**src/rtl/kfar_pkg.sv**
```systemverilog
// shared types, constants and saturation helpers for the angle/rate kalman filter
`default_nettype none

package kfar_pkg;

    // number format
    localparam int W    = 32;
    localparam int FB   = 24;
    localparam int WIDE = W + 2;
    localparam int CFG_W = 31;
    localparam int IDX_W = 3;

    // serial divider: two quotient bits per cycle
    localparam int DIV_STEPS = (W + FB + 1) / 2;
    localparam int DIV_N     = 2 * DIV_STEPS;
    localparam int DIV_CNT_W = $clog2(DIV_STEPS);

    typedef logic signed [W-1:0]    word_t;
    typedef logic signed [WIDE-1:0] wide_t;
    typedef logic [CFG_W-1:0]       cfg_t;

    localparam word_t ONE_FX = word_t'(1) << FB;
    localparam word_t WMAX   = {1'b0, {(W-1){1'b1}}};
    localparam word_t WMIN   = {1'b1, {(W-1){1'b0}}};
    localparam wide_t WMAX_X = {3'b000, {(W-1){1'b1}}};
    localparam wide_t WMIN_X = {3'b111, {(W-1){1'b0}}};

    // configuration register indexes
    localparam logic [IDX_W-1:0] CFG_STEP_TIME   = 3'd0;
    localparam logic [IDX_W-1:0] CFG_ANGLE_NOISE = 3'd1;
    localparam logic [IDX_W-1:0] CFG_RATE_NOISE  = 3'd2;
    localparam logic [IDX_W-1:0] CFG_MEAS_NOISE  = 3'd3;
    localparam logic [IDX_W-1:0] CFG_INIT_ANGLE  = 3'd4;

    // shared multiplier result
    typedef struct packed {
        word_t value;
        logic  ovf;
    } mul_res_t;

    // divider status
    typedef struct packed {
        logic  done;
        logic  ovf;
        word_t quo;
    } div_stat_t;

    function automatic wide_t ext_s(input word_t a);
        ext_s = {{2{a[W-1]}}, a};
    endfunction

    function automatic wide_t ext_u(input cfg_t a);
        ext_u = {3'b000, a};
    endfunction

    function automatic logic sat_ovf(input wide_t v);
        sat_ovf = (v > WMAX_X) || (v < WMIN_X);
    endfunction

    function automatic word_t sat_word(input wide_t v);
        if (v > WMAX_X)
            sat_word = WMAX;
        else if (v < WMIN_X)
            sat_word = WMIN;
        else
            sat_word = v[W-1:0];
    endfunction

endpackage

`default_nettype wire

```
**src/rtl/kfar_mul.sv**
```systemverilog
// shared fixed-point multiplier: registered product, then round and saturate
`default_nettype none

module kfar_mul (
    input  wire logic              clk,
    input  wire logic              rst_n,
    input  wire kfar_pkg::word_t   op_a,
    input  wire kfar_pkg::word_t   op_b,
    output kfar_pkg::mul_res_t     res
);

    localparam int PW = 2 * kfar_pkg::W;

    logic [kfar_pkg::W-1:0] mag_a;
    logic [kfar_pkg::W-1:0] mag_b;
    logic [PW-1:0]          prod_reg;
    logic [PW-1:0]          prod_next;
    logic                   neg_reg;
    logic                   neg_next;
    logic [PW-1:0]          rounded;
    logic [PW-1:0]          lim;
    logic [PW-1:0]          clamped;
    logic                   over;

    // magnitude product
    always_comb
    begin
        mag_a     = op_a[kfar_pkg::W-1] ? kfar_pkg::W'(-op_a) : kfar_pkg::W'(op_a);
        mag_b     = op_b[kfar_pkg::W-1] ? kfar_pkg::W'(-op_b) : kfar_pkg::W'(op_b);
        prod_next = PW'(mag_a) * PW'(mag_b);
        neg_next  = op_a[kfar_pkg::W-1] ^ op_b[kfar_pkg::W-1];
    end

    always_ff @(posedge clk or negedge rst_n)
    begin
        if (!rst_n)
        begin
            prod_reg <= '0;
            neg_reg  <= 1'b0;
        end
        else
        begin
            prod_reg <= prod_next;
            neg_reg  <= neg_next;
        end
    end

    // round half away from zero, clamp to the word range
    always_comb
    begin
        rounded   = (prod_reg + (PW'(1) << (kfar_pkg::FB - 1))) >> kfar_pkg::FB;
        lim       = neg_reg ? (PW'(1) << (kfar_pkg::W - 1))
                            : ((PW'(1) << (kfar_pkg::W - 1)) - PW'(1));
        over      = rounded > lim;
        clamped   = over ? lim : rounded;
        res.ovf   = over;
        res.value = neg_reg ? kfar_pkg::word_t'(-clamped[kfar_pkg::W-1:0])
                            : kfar_pkg::word_t'(clamped[kfar_pkg::W-1:0]);
    end

endmodule

`default_nettype wire

```
**config.mk**
```make
export PLATFORM = sky130hd
export DESIGN_NAME = kfar_mul
export DESIGN_NICKNAME = d
export VERILOG_FILES = /design/src/rtl/kfar_pkg.sv /design/src/rtl/kfar_mul.sv
export SDC_FILE = /design/constraint.sdc
export NUM_CORES = 2
export LEC_CHECK = 0
export BUFFER_PORTS_ARGS = -buffer_cell sky130_fd_sc_hd__buf_2
export CAP_MARGIN = 15
export CORE_MARGIN = 1
export CORE_UTILIZATION = 60
export CTS_CLUSTER_DIAMETER = 150
export DETAILED_ROUTE_END_ITERATION = 7
export GPL_TIMING_DRIVEN = 0
export PLACE_DENSITY = 0.77
export SETUP_SLACK_MARGIN = 0.5
export SYNTH_ARGS = -nofsm -noshare
export SYNTH_HDL_FRONTEND = slang
export SYNTH_SLANG_ARGS = --single-unit
export TNS_END_PERCENT = 1
```
**constraint.sdc**
```tcl
create_clock -name clk -period 7.89 [get_ports clk]
set_clock_uncertainty 0.1 [all_clocks]
set_input_delay 0.3945 -clock clk [delete_from_list [all_inputs] [get_ports clk]]
set_output_delay 0.3945 -clock clk [all_outputs]
set_load 0.05 [all_outputs]
```
# After elaboration in Yosys (flattened, before gate mapping)
# Cells that the tools add are included.
dict set report totals {
  register_bits 65
  inputBits 66
  out_inout_bits 33
  elab_cells 14
}
dict set report op_classes {
  add_sub_neg 4
  n_mul 1
  order_cmp 1
  mux 5
  bitwise_logic 1
}
# operator n
set op_table {}
lappend op_table {{two-way mux 32 bit} 5}
lappend op_table {{negation 32 bit} 3}
lappend op_table {{adder 64 x 24 -> 64 bit, second input constant} 1}
lappend op_table {{multiplier 32 x 32 -> 64 bit} 1}
lappend op_table {{> comparator 40 x 32 -> 1 bit} 1}
lappend op_table {{bitwise XOR 1 bit} 1}

# Logic depth before layout (Yosys ltp)
dict set report logic_depth {
  depth_word 5
  depth_mapped 39
  mapped_depth_nobuf 36
}

# Worst setup path after synthesis
# No wires, ideal clock.
dict set report synth_timing {
  kind {input port to flip-flop}
  from {input op_a[0]}
  to {register prod_reg[63]}
  setup_time_ps 142
  arrival_time_ps 10908
  required_time_ps 7648
  path_slack_ps -3260
  stages 37
  n_path_buf 3
  cell_sequence {clkbuf_1 > inv_1 > clkbuf_1 > ha_1 > nand2_1 > or4_1 > or4_1 > or4_1 > or3_1 > or4_1 > o31ai_1 > xnor2_1 > clkbuf_1 > nand2_1 > fa_1 > inv_1 > fa_1 > inv_1 > fa_1 > fa_1 > inv_1 > fa_1 > fa_1 > fa_1 > inv_1 > fa_1 > inv_1 > ha_1 > and3_1 > a221o_1 > a21o_1 > or4_1 > nand2_1 > a32oi_1 > a41o_1 > o41ai_1 > a41oi_1}
}
dict set report synth_via {
  elab_chain_len 3
}
# element line_no
set synth_rtl {}
lappend synth_rtl {{start: declaration} kfar_mul.sv:7} ;# input wire kfar_pkg::word_t op_a,
lappend synth_rtl {{negation 32 bit} kfar_mul.sv:28} ;# mag_a = op_a[kfar_pkg::W-1] ? kfar_pkg::W'(-op_a) : kfar_pkg::W'(op_a);
lappend synth_rtl {{two-way mux 32 bit *} kfar_mul.sv:28}
lappend synth_rtl {{multiplier 32 x 32 -> 64 bit *} kfar_mul.sv:30} ;# prod_next = PW'(mag_a) * PW'(mag_b);
lappend synth_rtl {{named net prod_next[63]} kfar_mul.sv:17} ;# logic [PW-1:0] prod_next;
lappend synth_rtl {{end signal: assignment} kfar_mul.sv:43} ;# prod_reg <= prod_next;
lappend synth_rtl {{end: declaration} kfar_mul.sv:16} ;# logic [PW-1:0] prod_reg;
# Mark *: on every way through the listed nets, which the timed path passes. The rest lies on a longest branch.

# Worst setup path after layout
dict set report layout_timing {
  from {input op_a[4]}
  to {register prod_reg[63]}
}
# Same word-level chain as after synthesis.

==> results.md <==
- Slowest stage delay, CP: a little under 900 ps
- Initial antenna violation count: 13
- Relative slew slack: 0.0986
- Worst path bufs/invs: 7
- F_max: roughly 0.089 GHz
- Top cell by count, worst path: fa_1
- Final WS setup: -3390 ps
- Instance count on the critical path: 34
- Vias per cell: 6.16
- Met3 Resource Use GR: 0.203
- H-tree lvl count: 2
- Max-Cap Viols: 0
- CP delay by family, top: adder cells
- Io pins: a little under 100
- Seq/Total Area, Yosys: 0.0288
- Final setup vio count: between 50 and 60
- Crit path to: prod_reg[63]
- DRT iter0 DRCs: 3612
- YS warnings: 0
- Final net count: about 5700
- RSZ-0062 raised after global routing: yes
- Worst-path fanout max: 10
- CTS tree: built
- Remaining global-route overflow: 0
- Gp weighted congestion: between 1 and 1.5
- Max-slew violation count: 0
- Main flop type after synthesis: dfrtp_1
- Hold buffer count at CTS: 0
- Final hold vios: 0
- Crit start category: primary input
- PortBufs: between 90 and 100
- 1st-pass router iterations: 8
- GR met1 Demand/Resource: 0.599
- Post-synth EDFFs: 0
- Filler instances: 5235
- Maximum clock path buffer count: 2
- Core footprint: ~60000 sq um
- DP Worst Slack: -5590 ps
- Initial Utilization: 0.606
- Die Y: between 200 and 250 microns
- Clk pin slew, worst setup/hold paths: ~70 ps
- Crit path launch: op_a[4]
- All-Layer GR Usage: 0.483
- Synth top area cells: fa_1 49%, ha_1 10%, inv_1 9.6%
- Min Clock Period, post-route: between 10000 and 15000 ps
- Clock buffer count from CTS: 5
- Max reg flops: about 40
- Slew @ Worst Pin: around 1300 ps
- Die Area: 61800 sq um
- Drt wl/cell: around 28 microns
- Hold_ws: about 120 ps
- DP Wirelength: 122 mm
- Post-Synthesis Cells: between 4000 and 5000
- FFs w/ async S/R, synth: 1.00
- DR DRC count: 0
- Largest net degree at the start of global routing: 43
- DRT antenna net count: 0
- Synthesized area: about 37000 sq um
- Leading area contributor after synthesis: fa_1
- Synth unique cells: 70
- Routing usage on met2: 0.670
- Post-Syn Nets: between 5000 and 6000
- Status: finished with violations
- Non-filler cells, final: ~5200
- CP max-delay cell: fa_1
- Placed Cells incl. Taps: around 5000
- Gr busiest metal: met2
- Critical path endpoint category: register
- Fin crit share: 1.43
- Num Clock Sinks: 42
- Worst Path Required: around 8000 ps
- Ratio of cells with drive above 1 in the final layout: 0.0835
- WS Path Type: in2reg
- CTS Root Buffer Type: clkbuf_16
- Vias: approximately 32000
- Post-detailed-routing wire length: between 100 and 150 mm
- Top cell type's share of synthesized area: 0.491
- Die width: between 200 and 250 microns
- Syn Area/Cell: ~8.6 sq um
- Area Growth Syn to Fin: 9.49%
- FP Rows: 90
- Crit path arrival time: 11350 ps
- Worst hold-check path type: in2async
- Global-route wire length before repair: approximately 210 mm
- Number of synthesized register bits: 42
- Failing checks: setup timing
- Number of global-route vias before repair: 32600
## timing repair
item,4_1_cts,5_1_grt
setup buffers,30,16
hold endpoints to repair,0,0
gates resized for setup,136,44
pin swaps,44,34
setup endpoints to repair,55,57
## Yosys cell counts, types with 22 or more instances
library cell and n:
inv_1 937, fa_1 895, nor2_1 587, nand2_1 558, ha_1 296, clkbuf_1 180, xnor2_1 95, xor2_1 80
a21oi_1 76, o21ai_0 59, dfrtp_1 42, nand3_1 41, a21o_1 36, nand4_1 31, and2_1 22
## worst min-delay path by stage
stage,cells after the start,from,endpoint,slack (ps)
6_report,1,rst_n,prod_reg[52],120
5_1_grt,1,rst_n,prod_reg[56],210
4_1_cts,1,rst_n,prod_reg[52],160
3_5_place_dp,1,rst_n,prod_reg[52],490
3_3_place_gp,1,rst_n,prod_reg[56],470
2_1_floorplan,0,rst_n,neg_reg,-1
## per-stage QoR
step	setup TNS, ps	utilization	cell area [sq um]
after floorplan	-74920	-	36800
after global placement	-212630	0.635	38200
after detailed placement	-203640	0.641	38600
after CTS	-119780	0.657	39600
after global routing	-141750	0.663	39900
final	-126660	0.663	40000
## layer usage
layer / share of wire / routed length, microns / vias to the layer above
met3: 0.15 / 22400 / 744
met5: 0.0014 / 202 / -
met2: 0.40 / 58900 / 2333
met1: 0.35 / 50400 / 16000
met4: 0.098 / 14300 / 16
li1: - / - / 13100
## layout make-up
type	instances	area, sq um	area share
repair buffers	174	1200	0.0300
clock buffers	5	125	0.00313
flip-flops and latches	42	1050	0.0263
plain buffers	188	972	0.0243
diodes	13	32.5	0.000814
multi-input cells	3082	32100	0.802
clock inverters	3	28.8	0.000720
inverters	937	3520	0.0882
well taps	782	978	0.0245
## logic make-up (layout without fill, tap and decap cells)
logic type / Yosys count / count (layout) / synth area share
flops: 42 / 42 / 0.0288
fa+ha+maj: 1191 / 1191 / 0.592
buf+inv: 1125 / 1307 / 0.116
other cells: 0 / 13 / 0
simple gates: 1388 / 1388 / 0.160
compound gates: 317 / 317 / 0.0575
mux: 10 / 10 / 0.00278
xor+xnor: 176 / 176 / 0.0424
## layout by cell type, fill, tap and decap left out, types with 17 or more instances in the layout
master    count
and3_1       18
buf_4        57
fa_1        882
a21o_1       36
buf_2        97
o31ai_1      18
inv_1       932
nand4_1      31
and2_1       20
o21ai_0      53
nand3_1      39
nand2_1     553
buf_6        21
xnor2_1      73
nor2_1      585
a21oi_1      70
or3_1        17
nor3_1       19
nand2b_1     17
clkbuf_1    135
xor2_1       65
ha_1        286
dfrtp_1      42
clkbuf_2     25
Power is not shown: default switching activity piles up to over one toggle a cycle in this logic, so the estimate is an artifact.
