--- src/rtl/kfar_pkg.sv ---
// shared types, constants and saturation helpers for the angle/rate kalman filter
`default_nettype none

package kfar_pkg;

    // number format
    localparam int W    = 32;
    localparam int FB   = 24;
    localparam int WIDE = W + 2;
    localparam int CFG_W = 31;
    localparam int IDX_W = 3;

    // serial divider: two quotient bits per cycle
    localparam int DIV_STEPS = (W + FB + 1) / 2;
    localparam int DIV_N     = 2 * DIV_STEPS;
    localparam int DIV_CNT_W = $clog2(DIV_STEPS);

    typedef logic signed [W-1:0]    word_t;
    typedef logic signed [WIDE-1:0] wide_t;
    typedef logic [CFG_W-1:0]       cfg_t;

    localparam word_t ONE_FX = word_t'(1) << FB;
    localparam word_t WMAX   = {1'b0, {(W-1){1'b1}}};
    localparam word_t WMIN   = {1'b1, {(W-1){1'b0}}};
    localparam wide_t WMAX_X = {3'b000, {(W-1){1'b1}}};
    localparam wide_t WMIN_X = {3'b111, {(W-1){1'b0}}};

    // configuration register indexes
    localparam logic [IDX_W-1:0] CFG_STEP_TIME   = 3'd0;
    localparam logic [IDX_W-1:0] CFG_ANGLE_NOISE = 3'd1;
    localparam logic [IDX_W-1:0] CFG_RATE_NOISE  = 3'd2;
    localparam logic [IDX_W-1:0] CFG_MEAS_NOISE  = 3'd3;
    localparam logic [IDX_W-1:0] CFG_INIT_ANGLE  = 3'd4;

    // shared multiplier result
    typedef struct packed {
        word_t value;
        logic  ovf;
    } mul_res_t;

    // divider status
    typedef struct packed {
        logic  done;
        logic  ovf;
        word_t quo;
    } div_stat_t;

    function automatic wide_t ext_s(input word_t a);
        ext_s = {{2{a[W-1]}}, a};
    endfunction

    function automatic wide_t ext_u(input cfg_t a);
        ext_u = {3'b000, a};
    endfunction

    function automatic logic sat_ovf(input wide_t v);
        sat_ovf = (v > WMAX_X) || (v < WMIN_X);
    endfunction

    function automatic word_t sat_word(input wide_t v);
        if (v > WMAX_X)
            sat_word = WMAX;
        else if (v < WMIN_X)
            sat_word = WMIN;
        else
            sat_word = v[W-1:0];
    endfunction

endpackage

`default_nettype wire

--- src/rtl/kfar_div.sv ---
// serial restoring divider for the gains, two bits per cycle, round to nearest
`default_nettype none

module kfar_div (
    input  wire logic                clk,
    input  wire logic                rst_n,
    input  wire logic                start,
    input  wire kfar_pkg::word_t     num,
    input  wire logic [kfar_pkg::W:0] den,
    output kfar_pkg::div_stat_t      stat
);

    localparam int RW = kfar_pkg::W + 2;
    localparam int N  = kfar_pkg::DIV_N;

    logic                          busy_reg, busy_next;
    logic                          fin_reg, fin_next;
    logic [kfar_pkg::DIV_CNT_W-1:0] cnt_reg, cnt_next;
    logic [RW-1:0]                 rem_reg, rem_next;
    logic [N-1:0]                  quo_reg, quo_next;
    logic [N-1:0]                  dvd_reg, dvd_next;
    logic [kfar_pkg::W:0]          den_reg, den_next;
    logic                          neg_reg, neg_next;
    kfar_pkg::div_stat_t           stat_reg, stat_next;

    logic [kfar_pkg::W-1:0] mag_n;
    logic [RW-1:0]          r1, r1s, r2, r2s;
    logic                   ge1, ge2;
    logic                   up;
    logic [N:0]             q1, lim, qc;
    logic                   over;

    always_comb
    begin
        busy_next = busy_reg;
        fin_next  = 1'b0;
        cnt_next  = cnt_reg;
        rem_next  = rem_reg;
        quo_next  = quo_reg;
        dvd_next  = dvd_reg;
        den_next  = den_reg;
        neg_next  = neg_reg;
        stat_next = stat_reg;
        stat_next.done = 1'b0;

        mag_n = num[kfar_pkg::W-1] ? kfar_pkg::W'(-num) : kfar_pkg::W'(num);

        // two restoring steps
        r1  = {rem_reg[RW-2:0], dvd_reg[N-1]};
        ge1 = r1 >= RW'(den_reg);
        r1s = ge1 ? r1 - RW'(den_reg) : r1;
        r2  = {r1s[RW-2:0], dvd_reg[N-2]};
        ge2 = r2 >= RW'(den_reg);
        r2s = ge2 ? r2 - RW'(den_reg) : r2;

        // final rounding and clamp
        up   = {rem_reg, 1'b0} >= (RW + 1)'(den_reg);
        q1   = (N + 1)'(quo_reg) + (N + 1)'(up);
        lim  = neg_reg ? ((N + 1)'(1) << (kfar_pkg::W - 1))
                       : (((N + 1)'(1) << (kfar_pkg::W - 1)) - (N + 1)'(1));
        over = q1 > lim;
        qc   = over ? lim : q1;

        if (start && !busy_reg)
        begin
            busy_next = 1'b1;
            cnt_next  = '0;
            rem_next  = '0;
            quo_next  = '0;
            dvd_next  = N'(mag_n) << kfar_pkg::FB;
            den_next  = den;
            neg_next  = num[kfar_pkg::W-1];
        end
        else if (busy_reg)
        begin
            rem_next = r2s;
            quo_next = {quo_reg[N-3:0], ge1, ge2};
            dvd_next = dvd_reg << 2;
            cnt_next = cnt_reg + 1'b1;
            if (cnt_reg == kfar_pkg::DIV_CNT_W'(kfar_pkg::DIV_STEPS - 1))
            begin
                busy_next = 1'b0;
                fin_next  = 1'b1;
            end
        end

        if (fin_reg)
        begin
            stat_next.done = 1'b1;
            stat_next.ovf  = over;
            stat_next.quo  = neg_reg ? kfar_pkg::word_t'(-qc[kfar_pkg::W-1:0])
                                     : kfar_pkg::word_t'(qc[kfar_pkg::W-1:0]);
        end
    end

    always_ff @(posedge clk or negedge rst_n)
    begin
        if (!rst_n)
        begin
            busy_reg <= 1'b0;
            fin_reg  <= 1'b0;
            cnt_reg  <= '0;
            rem_reg  <= '0;
            quo_reg  <= '0;
            dvd_reg  <= '0;
            den_reg  <= '0;
            neg_reg  <= 1'b0;
            stat_reg <= '0;
        end
        else
        begin
            busy_reg <= busy_next;
            fin_reg  <= fin_next;
            cnt_reg  <= cnt_next;
            rem_reg  <= rem_next;
            quo_reg  <= quo_next;
            dvd_reg  <= dvd_next;
            den_reg  <= den_next;
            neg_reg  <= neg_next;
            stat_reg <= stat_next;
        end
    end

    assign stat = stat_reg;

endmodule

`default_nettype wire

--- config.mk ---
export PLATFORM = sky130hd
export DESIGN_NAME = kfar_div
export DESIGN_NICKNAME = d
export VERILOG_FILES = /design/src/rtl/kfar_pkg.sv /design/src/rtl/kfar_div.sv
export SDC_FILE = /design/constraint.sdc
export NUM_CORES = 1
export LEC_CHECK = 0
export BUFFER_PORTS_ARGS = -buffer_cell sky130_fd_sc_hd__buf_2
export CAP_MARGIN = 25
export CORE_UTILIZATION = 45
export DETAILED_ROUTE_END_ITERATION = 7
export GPL_ROUTABILITY_DRIVEN = 0
export GPL_TIMING_DRIVEN = 0
export SLEW_MARGIN = 5
export SYNTH_ARGS = -nofsm -noshare
export SYNTH_HDL_FRONTEND = slang
export SYNTH_SLANG_ARGS = --single-unit
--- constraint.sdc ---
create_clock -name clk -period 12.9 [get_ports clk]
set_input_delay 0.645 -clock clk [delete_from_list [all_inputs] [get_ports clk]]
set_output_delay 0.645 -clock clk [all_outputs]
set_load 0.02 [all_outputs]
## Word-level counts from Yosys, hierarchy flattened

Index checks and enable logic that the tools add are counted.
W data, S select, Z words.

- Register bits: 221
- Input bits: 68
- Output and inout port bits: 34
- Logic and storage cells: 46

- $add $sub $neg: 6
- $lt $le $gt $ge: 4
- Eq/ne operators: 1
- Muxes and demuxes: 21
- Reductions and logical operators: 3

Operators with widths:

| cell | count |
|---|---|
| $mux W56 | 4 |
| $mux W34 | 4 |
| $mux W32 | 4 |
| $ge A34 B33 Y1 | 2 |
| $neg A32 Y32 | 2 |
| $add A56 B1 Y57 | 1 |
| $gt A57 B32 Y1 | 1 |
| $ge A35 B33 Y1 | 1 |
| $sub A34 B33 Y34 | 1 |
| $mux W33 | 1 |
| $sub A33 B33 Y33 | 1 |
| $mux W5 | 2 |
| $mux W1 | 6 |
| $add A5 B1 Y5 const B | 1 |
| $eq A5 B5 Y1 const B | 1 |
| $reduce_bool A2 Y1 | 1 |
| $logic_and A1 B1 Y1 | 1 |
| $logic_not A1 Y1 | 1 |

## Logic depth before layout (Yosys ltp)

- Depth in word-level cells: 7
- Mapped depth: 38
- Gate-level depth less buffers: 36

## Worst setup path before layout

No wires, ideal clock.

- Path kind: register to register
- Start point: register rem_reg[24]
- End point: register stat_reg, in the netlist stat[28]
- Library setup time: 0.120 ns
- Arrival: 6.823 ns
- Data required time: 12.780 ns
- Slack: 5.958 ns
- Cell stages (with the launch flop): 33
- Path buffers: 4
- Period minus slack after synthesis: 6.942 ns
- Path through: dfrtp_1 ha_1 clkbuf_1 and3_1 nand2_1 nand2_1 nand2_1 a2111o_1 o21ai_0 ha_1 ha_1 buf_2 nand4_2 or4_1 nor3_1 xnor2_1 inv_1 ha_1 nand4_1 nor2_1 a221oi_1 o21ai_0 o21bai_1 a31o_2 nand4_2 clkbuf_1 clkbuf_1 o21ai_0 ha_1 inv_1 or4_4 a211o_1 a31o_1

- Longest elaborated chain between the ends: 6

RTL lines:

| element | line | RTL |
|---|---|---|
| start: declaration | kfar_div.sv:19 | `logic [RW-1:0] rem_reg, rem_next;` |
| start signal: assignment | kfar_div.sv:115 | `rem_reg <= rem_next;` |
| $ge A35 B33 Y1 (*) | kfar_div.sv:57 | `up = {rem_reg, 1'b0} >= (RW + 1)'(den_reg);` |
| $add A56 B1 Y57 (*) | kfar_div.sv:58 | `q1 = (N + 1)'(quo_reg) + (N + 1)'(up);` |
| $gt A57 B32 Y1 | kfar_div.sv:61 | `over = q1 > lim;` |
| $mux W32 (*) | kfar_div.sv:62 | `qc = over ? lim : q1;` |
| $neg A32 Y32 | kfar_div.sv:91 | `stat_next.quo = neg_reg ? kfar_pkg::word_t'(-qc[kfar_pkg::W-1:0])` |
| $mux W32 (*) | kfar_div.sv:91 |  |
| end signal: assignment | kfar_div.sv:120 | `stat_reg <= stat_next;` |
| end: declaration | kfar_div.sv:24 | `kfar_pkg::div_stat_t stat_reg, stat_next;` |

Mark *: on every way between the ends. The rest lies on a longest branch, timed or not.
A chain may end at the register's enable or synchronous reset.

## Worst setup path in the final report

- Start point: register rem_reg[24]
- End point: register stat_reg, in the netlist stat[10]

Same word-level chain as after synthesis.

==> impl_metrics.csv <==
group,metric,value,unit
timing,layout_min_cycle_time,9.20,ns
timing,timing.final.setup_violations,0,
synthesis,synth_enable_flop_cells,0,
clock_tree,clk_pin_slew_worst_setup_hold_paths,0.08,ns
timing,grt_setup_unrepaired,"no",
synthesis,ys_ff_latch,197,
global_routing,maximum_number_of_pins_on_one_net_before_global_route_repair,87,
cells_and_area,layout.cells.most_common,"sky130_fd_sc_hd__nand2_1",
setup_path,timing.setup.critical_path_class,"flop to flop",
global_routing,antenna_violations_before_repair,0,
setup_path,critical_path.startpoint_type,"flop",
clock_tree,number_of_setup_buffers_added_after_cts,0,
setup_path,startpoint,"rem_reg[24]",
synthesis,yosysTopAreaCell,"sky130_fd_sc_hd__dfrtp_1",
synthesis,ys_seq_area_share,30.6,%
cells_and_area,finalInstanceArea,18000,µm²
timing,relSlewSlack,33.1,%
setup_path,worst_r2r_endpoint,"stat[10]",
floorplan,dieArea,36600,µm²
timing,highest_clock_frequency_the_design_can_meet,109,MHz
timing,slew_violations,0,
timing,tns,0,ns
placement,io_buffers,100,
synthesis,cells_after_synthesis,2040,
cells_and_area,nets,2338,
clock_tree,cts_hold_repair.buffers,0,
drt,finalWirelength,52.8,mm
timing,final_hold_viol_count,0,
timing,final_min_period_over_clock_period,71.3,%
cells_and_area,num_antenna_cells,0,
placement,post_dp_hpwl,39.9,mm
timing,tightest_pin_transition,1.00,ns
clock_tree,clock_latency,0.48,ns
timing,fin_skew,0.0171,ns
placement,post-place-ws,3.88,ns
clock_tree,cts_buffer_depth,2,
clock_tree,cts_root_buffer,"sky130_fd_sc_hd__clkbuf_16",
synthesis,post_synth_main_area_contributors,"sky130_fd_sc_hd__dfrtp_1 (31%), sky130_fd_sc_hd__ha_1 (8.0%), sky130_fd_sc_hd__o21ai_0 (6.9%)",
drt,routedWlPerCell,20.1,µm
cells_and_area,largest_register_ff_count,56,
clock_tree,cts_htree_levels,4,
setup_path,crit_slowest_cell,"sky130_fd_sc_hd__nor4_2",
clock_tree,tritoncts,"yes",
timing,fin_ws,3.70,ns
run_status,status,"finished clean",
clock_tree,cts-resized-gates,0,
placement,postPlaceCellArea,17300,µm²
worst_hold_path,hold_path_class,"primary input to async pin",
cells_and_area,num-fill-cells,3446,
drt,drc,0,
drt,detail-route-antenna-nets,0,
floorplan,die_height,191,µm
floorplan,core_region_area,34900,µm²
setup_path,cpMostUsedCell,"sky130_fd_sc_hd__ha_1",
timing,finalHoldWorstSlack,0.0737,ns
synthesis,synth-async-reset-ratio,100,%
synthesis,syn_area,16100,µm²
synthesis,post_synth_num_cell_types,87,
drt,vias_per_cell,6.08,
global_routing,vias_in_the_first_global_route,15600,
setup_path,worstPathRequired,13.25,ns
cells_and_area,commonest_cells_after_routing_fill_and_taps_aside,"sky130_fd_sc_hd__nand2_1 (297), sky130_fd_sc_hd__o21ai_0 (223), sky130_fd_sc_hd__dfrtp_1 (197)",
cells_and_area,layout.area.seq,4930,µm²
global_routing,groute.usage.overall,29.6,%
synthesis,fraction_of_post_synthesis_cell_area_in_the_top_cell_type_by_area,30.6,%
synthesis,top_ff_cell_synth,"sky130_fd_sc_hd__dfrtp_1",
synthesis,mean_instance_size_in_the_synthesized_netlist,7.91,µm²
cells_and_area,area_growth_synth_to_finish,11.3,%
drt,first_iter_violations,1269,
floorplan,rows,68,
global_routing,congestion_overflow_gr,0,
clock_tree,clock_sinks,197,
flow_run,maxCapViolCount,0,
synthesis,synth-warning-count,0,
setup_path,rrSetupSlack,3.70,ns
setup_path,critical_path.max_fanout,10,
setup_path,worst_ep_arrival_time,9.55,ns
synthesis,syn-num-nets,2213,
setup_path,r2r_cells,34,
cells_and_area,multi_input_area,10400,µm²
global_routing,grt_pass1_wl,84.6,mm
setup_path,r2r-start,"rem_reg[24]",
drt,detailroute.via_count,16000,
floorplan,dieWidth,191,µm
floorplan,io-pin-count,102,
setup_path,slowest_delay,0.61,ns
drt,dr.pass1.iters,6,
floorplan,initial_core_util,46.2,%
setup_path,worst_setup_path_end_kind,"flop",
clock_tree,tritoncts.num_buffers,17,
cells_and_area,final_layout_size_suffix_gt1_share,10.2,%
-- how the worst max path moves through the flow --
stage               end  slack, ns
6_report       stat[10]       3.70
5_1_grt        stat[10]       2.94
4_1_cts        stat[10]       3.84
3_5_place_dp   stat[10]       3.88
3_3_place_gp   stat[10]       3.82
2_1_floorplan  stat[28]       5.96
-- per-stage QoR --
stage / utilization [%] / instances
3_5_place_dp: 49.6 / 2601
4_1_cts: 51.5 / 2633
6_report: 51.5 / 2633
2_1_floorplan: - / 2040
3_3_place_gp: 49.3 / 2595
5_1_grt: 51.5 / 2633
-- layout make-up --
cell class / instances / area share [%]
well taps: 455 / 3.17
inverters: 112 / 2.34
plain buffers: 107 / 2.32
clock buffers: 17 / 2.37
clock inverters: 15 / 1.21
multi-input cells: 1624 / 57.7
repair buffers: 106 / 3.40
flip-flops and latches: 197 / 27.5
-- routing by layer --
metal / vias to the layer above / global-route usage (%) / share of wire [%]
met5: - / 0 / 0
met4: 0 / 12.5 / 3.7
met3: 104 / 3.56 / 4.4
met2: 504 / 49.2 / 47
met1: 7737 / 38.6 / 44
li1: 7656 / - / -
-- cells in the mapped netlist (27+ instances only) --
library cell and instances:
sky130_fd_sc_hd__dfrtp_1 197, sky130_fd_sc_hd__nand2_1 297, sky130_fd_sc_hd__a21oi_1 119, sky130_fd_sc_hd__ha_1 103
sky130_fd_sc_hd__nand3_1 56, sky130_fd_sc_hd__nor2_1 124, sky130_fd_sc_hd__nor3_1 60, sky130_fd_sc_hd__nand4_1 52
sky130_fd_sc_hd__xnor2_1 66, sky130_fd_sc_hd__clkbuf_1 91, sky130_fd_sc_hd__inv_1 111, sky130_fd_sc_hd__a21o_1 27
sky130_fd_sc_hd__xor2_1 54, sky130_fd_sc_hd__o21ai_0 223, sky130_fd_sc_hd__o31ai_1 36, sky130_fd_sc_hd__mux2_2 28
-- worst max-delay path, delay by kind of cell, from the launching register on --
kind	cells	cell delay, ns
AO/OA/AOI/OAI	11	2.21
XOR/XNOR	1	0.56
adder cells (fa/ha/maj)	5	1.50
buffers and inverters	7	1.82
flip-flops	1	0.42
multiplexers	1	0.36
AND/OR/NAND/NOR	9	2.17
-- cells by family after synthesis --
logic type                 after synthesis  share of synthesized area, %
DFF                                    197                          30.6
buffers and inverters                  219                          5.19
and+or+nand+nor                        771                          23.8
muxes                                   41                          2.76
AOI/OAI and AO/OA                      586                          22.8
xor gates and xnor gates               121                          6.62
adders and majority gates              105                          8.24
Power is not shown: default switching activity piles up to over one toggle a cycle in this logic, so the estimate is an artifact.
